[config.mk]
export PLATFORM = sky130hd
export DESIGN_NAME = salc_ctrl
export DESIGN_NICKNAME = d
export VERILOG_FILES = /design/src/hdl/salc_pkg.sv /design/src/hdl/salc_ctrl.sv
export SDC_FILE = /design/constraint.sdc
export NUM_CORES = 1
export LEC_CHECK = 0
export ABC_AREA = 1
export BUFFER_PORTS_ARGS = -buffer_cell sky130_fd_sc_hd__buf_2
export CAP_MARGIN = 20
export CORE_AREA = 2 2 39 41
export CTS_CLUSTER_SIZE = 14
export DETAILED_ROUTE_END_ITERATION = 12
export DIE_AREA = 0 0 41 43
export MAX_ROUTING_LAYER = met4
export PLACE_DENSITY = 0.33
export SYNTH_ARGS = -nofsm -noshare
export SYNTH_HDL_FRONTEND = slang
export SYNTH_SLANG_ARGS = --single-unit
[constraint.sdc]
create_clock -name clk -period 2.3 [get_ports clk]
set_input_delay 0.23 -clock clk [delete_from_list [all_inputs] [get_ports clk]]
set_output_delay 0.23 -clock clk [all_outputs]
set_load 0.005 [all_outputs]
[src/hdl/salc_pkg.sv]
package salc_pkg;

  localparam int DEF_MAX_SET_BITS = 6;
  localparam int DEF_MAX_WAYS     = 8;

  localparam int ADDR_W    = 64;
  localparam int TAG_W     = 64;
  localparam int STAMP_W   = 32;
  localparam int CNT_W     = 32;
  localparam int CFG_IDX_W = 2;
  localparam int CFG_DAT_W = 6;

  localparam logic [CFG_IDX_W-1:0] CFG_SET_BITS = 2'd0;
  localparam logic [CFG_IDX_W-1:0] CFG_OFF_BITS = 2'd1;
  localparam logic [CFG_IDX_W-1:0] CFG_WAYS     = 2'd2;

  localparam logic [1:0] REQ_FETCH  = 2'd0;
  localparam logic [1:0] REQ_LOAD   = 2'd1;
  localparam logic [1:0] REQ_STORE  = 2'd2;
  localparam logic [1:0] REQ_MODIFY = 2'd3;

  localparam logic [1:0] OUT_IGNORED = 2'd0;
  localparam logic [1:0] OUT_HIT     = 2'd1;
  localparam logic [1:0] OUT_FILL    = 2'd2;
  localparam logic [1:0] OUT_EVICT   = 2'd3;

  typedef struct packed {
    logic [1:0]        req_type;
    logic [ADDR_W-1:0] address;
  } in_req_t;

  typedef struct packed {
    logic [1:0]       first_outcome;
    logic             second_hit;
    logic [CNT_W-1:0] hit_total;
    logic [CNT_W-1:0] miss_total;
    logic [CNT_W-1:0] eviction_total;
  } out_res_t;

  typedef struct packed {
    logic               valid;
    logic [TAG_W-1:0]   tag;
    logic [STAMP_W-1:0] stamp;
  } line_t;

  typedef struct packed {
    logic capture;
    logic commit;
  } cmd_t;

  function automatic logic [CNT_W-1:0] sat_inc(input logic [CNT_W-1:0] v);
    return (v == '1) ? v : v + CNT_W'(1);
  endfunction

endpackage

[src/hdl/salc_ctrl.sv]
module salc_ctrl (
  input  logic           clk,
  input  logic           rst_n,
  input  logic           in_valid,
  output logic           in_stall,
  output logic           out_valid,
  input  logic           out_stall,
  output salc_pkg::cmd_t cmd
);
  import salc_pkg::*;

  typedef enum logic [1:0] {
    ST_IDLE = 2'b01,
    ST_LOOK = 2'b10
  } state_t;

  state_t state_r, state_nxt;
  logic   out_valid_r, out_valid_nxt;
  logic   slot_free;

  assign slot_free = !out_valid_r || !out_stall;

  always_comb begin
    state_nxt   = state_r;
    cmd.capture = 1'b0;
    cmd.commit  = 1'b0;
    unique case (state_r)
      ST_IDLE: begin
        if (in_valid) begin
          cmd.capture = 1'b1;
          state_nxt   = ST_LOOK;
        end
      end
      ST_LOOK: begin
        if (slot_free) begin
          cmd.commit = 1'b1;
          state_nxt  = ST_IDLE;
        end
      end
      default: begin
        state_nxt = ST_IDLE;
      end
    endcase
  end

  always_comb begin
    out_valid_nxt = out_valid_r;
    if (cmd.commit) begin
      out_valid_nxt = 1'b1;
    end else if (out_valid_r && !out_stall) begin
      out_valid_nxt = 1'b0;
    end
  end

  always_ff @(posedge clk) begin
    if (!rst_n) begin
      state_r     <= ST_IDLE;
      out_valid_r <= 1'b0;
    end else begin
      state_r     <= state_nxt;
      out_valid_r <= out_valid_nxt;
    end
  end

  assign in_stall  = (state_r != ST_IDLE);
  assign out_valid = out_valid_r;

endmodule

# [Word level (Yosys, flattened, before mapping)]
# Index checks and enable logic that the tools add are counted.
[totals] ff_bits=3 out_inout_bits=4 inputBits=4
[op_classes] reduce_logical=6 n_eq_ne=5 muxes=9
[op_table] cell="2-to-1 mux 1 bit" n=6
[op_table] cell="2-to-1 mux 2 bit" n=2
[op_table] cell="!= test 2 bit (second input constant)" n=2
[op_table] cell="one-hot mux 2 bit (2 select lines)" n=1
[op_table] cell="== test 2 x 1 -> 1 bit (second input constant)" n=1
[op_table] cell="== test 2 bit (second input constant)" n=1
[op_table] cell="zero test 1 bit" n=2
[op_table] cell="!= test 2 x 1 -> 1 bit (second input constant)" n=1
[op_table] cell="AND reduction 2 bit" n=1
[op_table] cell="nonzero test 2 bit" n=1
[op_table] cell="logical AND 1 bit" n=1
[op_table] cell="logical OR 1 bit" n=1

# [Longest topological paths before layout]
[logic_depth] ltp_word=5 depth_mapped=5

# [Worst setup path after synthesis]
# OpenSTA, ideal clock, no wires.
[synth_timing] path_type="reg2out" start="register state_r[1]" end="output cmd[0] in the netlist's numbering" t_arrival_ns=0.691 path_stages_with_launch=6 setup_slack_ns=1.379 path_cell_list="dfxtp_1 -> inv_2 -> nor2_2 -> inv_1 -> nor2_1 -> buf_4"
[synth_rtl] element="start: declaration" line="salc_ctrl.sv:17" rtl="state_t state_r, state_nxt;"
[synth_rtl] element="start signal: assignment" line="salc_ctrl.sv:60" rtl="state_r <= state_nxt;"
[synth_rtl] element="end: declaration" line="salc_ctrl.sv:8" rtl="output salc_pkg::cmd_t cmd"

==> results.md <==
* CP Capture Point: cmd[0]
* Placed cell areas at around 190 um2
* Worst EP required at 2070 ps
* Final nets at 34
* MaxCap Viol Count at 0
* PortBufs at 7
* Total number of vias at about 140
* Pin count of the biggest net entering global routing at 4
* Critical Path Start: state_r[0]$_SDFFE_PN1P_
* R2R cell count at 4
* Total core area at 1384 um2
* DR iter-0 viols at 2
* Hold WC Path Type: in -> reg
* First-pass GRT wire length at 510 um
* Hold Slack at 166.8 ps
* Final hold violations at 0
* Layout fillers at 158
* Wirelength, routed at 317 um
* Skew-Pair Late Insertion Delay at 240 ps
* Global Route Usage Sum at between 5 and 6%
* Most frequent cells in the layout: buf_2 (7), nand2_1 (4), inv_1 (4)
* Pre-CTS setup slack at 1327 ps
* Lkg Pwr at 0.0001234 uW
* # hold bufs at CTS at 0
* Max Slew Vio Count at 0
* Most common cell after layout, fill and taps aside: buf_2
* Max Root-Sink Buffers at 2
* Gp weighted congestion at 0.5953
* Tmin final at 1230 ps
* Start of the worst register-to-register path: state_r[0]$_SDFFE_PN1P_
* Remaining DRCs at 0
* Final setup margin at 1070 ps
* Worst Max-Slew Pin Slew at 151.7 ps
* Antenna-violating nets left at 0
* CP Max Fanout at 3
* Setup TNS at 0 ps
* CTS root buf: clkbuf_4
* Die W at 41 um
* Layout area overhead at 50.86%
* Placed Instances at 41
* # H-tree levels at 1
* Cts bufs inserted at 3
* Num rows at 14
* Initial antenna violation count at 0
* Final Instance Area at 219.0 um2
* Post-synthesis cell count at 19
* Synth top area share at 41.38%
* Avg Inst Size Synth at 7.639 um2
* Worst vdd ir at 0.1327 mV
* Slew HR at 89.87%
* CTS resizes at 0
* Overflow after GRT at 0
* Net Count, Synth at 23
* Die H at 43 um
* Vias in the first global route at 122
* Power Density at 771.3 nW/um2
* Top Ports at 8
* Largest area contributor in the netlist: dfxtp_1
* Crit path kind: reg -> out
* FF+latch count, synth at 3
* Status: completed
* RSZ-0062 raised after global routing: false
* Final Skew at approximately 1.5 ps
* Non-filler instance count after layout at 45
* Cell variety after synth at 10
* Setup bufs post-CTS at 0
* Sequential fraction of the synthesis area at 41.38%
* TritonRoute pass-1 iters at 2
* DR WL/cell at 7.044 um
* Max Freq at just over 800 MHz
* CTS tree: yes
* Starting Density at a little over a tenth
* Clock transition at path regs at approximately 40 ps
* Synth Cell Area at approximately 150 um2
* Synth top area cells: dfxtp_1 (41%), a21oi_2 (12%), inv_1 (10%)
* Routed vias/inst at 3.156
* Crit. End Element: primary output
* YS warnings at 0
* Fraction of layout cells with a size suffix above 1 at between 50% and 60%
* Ant diodes at 0
* Total Die Area at 1763 um2
* Type of origin of the critical path: flop
* # setup viols final at 0
* Period utilization at 53.49%
* Reg2Reg Setup Slack at around 1500 ps
* Worst R2R End: state_r[0]$_SDFFE_PN1P_
* CTS sink cnt at 3
* Post-DP HPWL at 215.8 um
* WP data arrival at 1000 ps
## worst max-delay path, cell delays in order (launching register included)
cell	delay [ps]
dfxtp_1	330
nor2_2	160
inv_1	80
nor2_1	80
buf_2	110
## synth_stat cells
| master | n |
|---|---|
| a21oi_2 | 2 |
| nand2_2 | 1 |
| inv_2 | 1 |
| buf_4 | 1 |
| dfxtp_1 | 3 |
| nand3_2 | 1 |
| nand2_1 | 4 |
| inv_1 | 4 |
| nor2_1 | 1 |
| nor2_2 | 1 |
## registers in the layout, summed over array words and instances, names as in the netlist
name       count
state_r        2
out_valid      1
## routing by layer
metal | routed length, um | global-route usage (%)
met4 | 0 | 4.000
met2 | 119 | 4.688
met3 | 58 | 7.853
met1 | 139 | 5.128
met5 | 0 | -
## metrics by stage
| step | total power, uW | util (%) |
|---|---|---|
| 2_1_floorplan | 66.50 | - |
| 3_3_place_gp | 73.31 | 13.92 |
| 3_5_place_dp | 73.54 | 13.92 |
| 4_1_cts | 172.2 | 15.82 |
| 5_1_grt | 184.0 | 15.82 |
| 6_report | 168.9 | 15.82 |
## cell families (layout without fill, tap and decap cells)
group	after synthesis	count (layout)	share of synthesized area (%)
AOI/OAI and AO/OA	2	2	12.07
and+or+nand+nor	8	8	28.45
buffers and inverters	6	16	18.10
DFF	3	3	41.38
## power by group
group / switching, uW / internal, uW / total, uW
combinational: 8.43 / 7.68 / 16.1
clock: 30.9 / 65.2 / 96.1
sequential: 1.83 / 54.8 / 56.7
total: 41.1 / 128 / 169
## how the worst min path moves through the flow
stage                     start                       to  cells after the start
after floorplan           rst_n  state_r[0]$_SDFFE_PN1P_                      1
after global placement    rst_n  state_r[0]$_SDFFE_PN1P_                      2
after global routing      rst_n  state_r[0]$_SDFFE_PN1P_                      2
final                     rst_n  state_r[0]$_SDFFE_PN1P_                      2
after detailed placement  rst_n  state_r[0]$_SDFFE_PN1P_                      2
after CTS                 rst_n  state_r[0]$_SDFFE_PN1P_                      2
## layout make-up
cell class / instances / area, um2 / share of cell area, %
clock buffer: 4 / 26.28 / 12.00
multi-input combinational: 10 / 58.81 / 26.86
inverter: 5 / 18.77 / 8.571
tap: 16 / 20.02 / 9.143
timing repair buffer: 7 / 35.03 / 16.00
sequential: 3 / 60.06 / 27.43
Power figures use the tool's default switching activity.
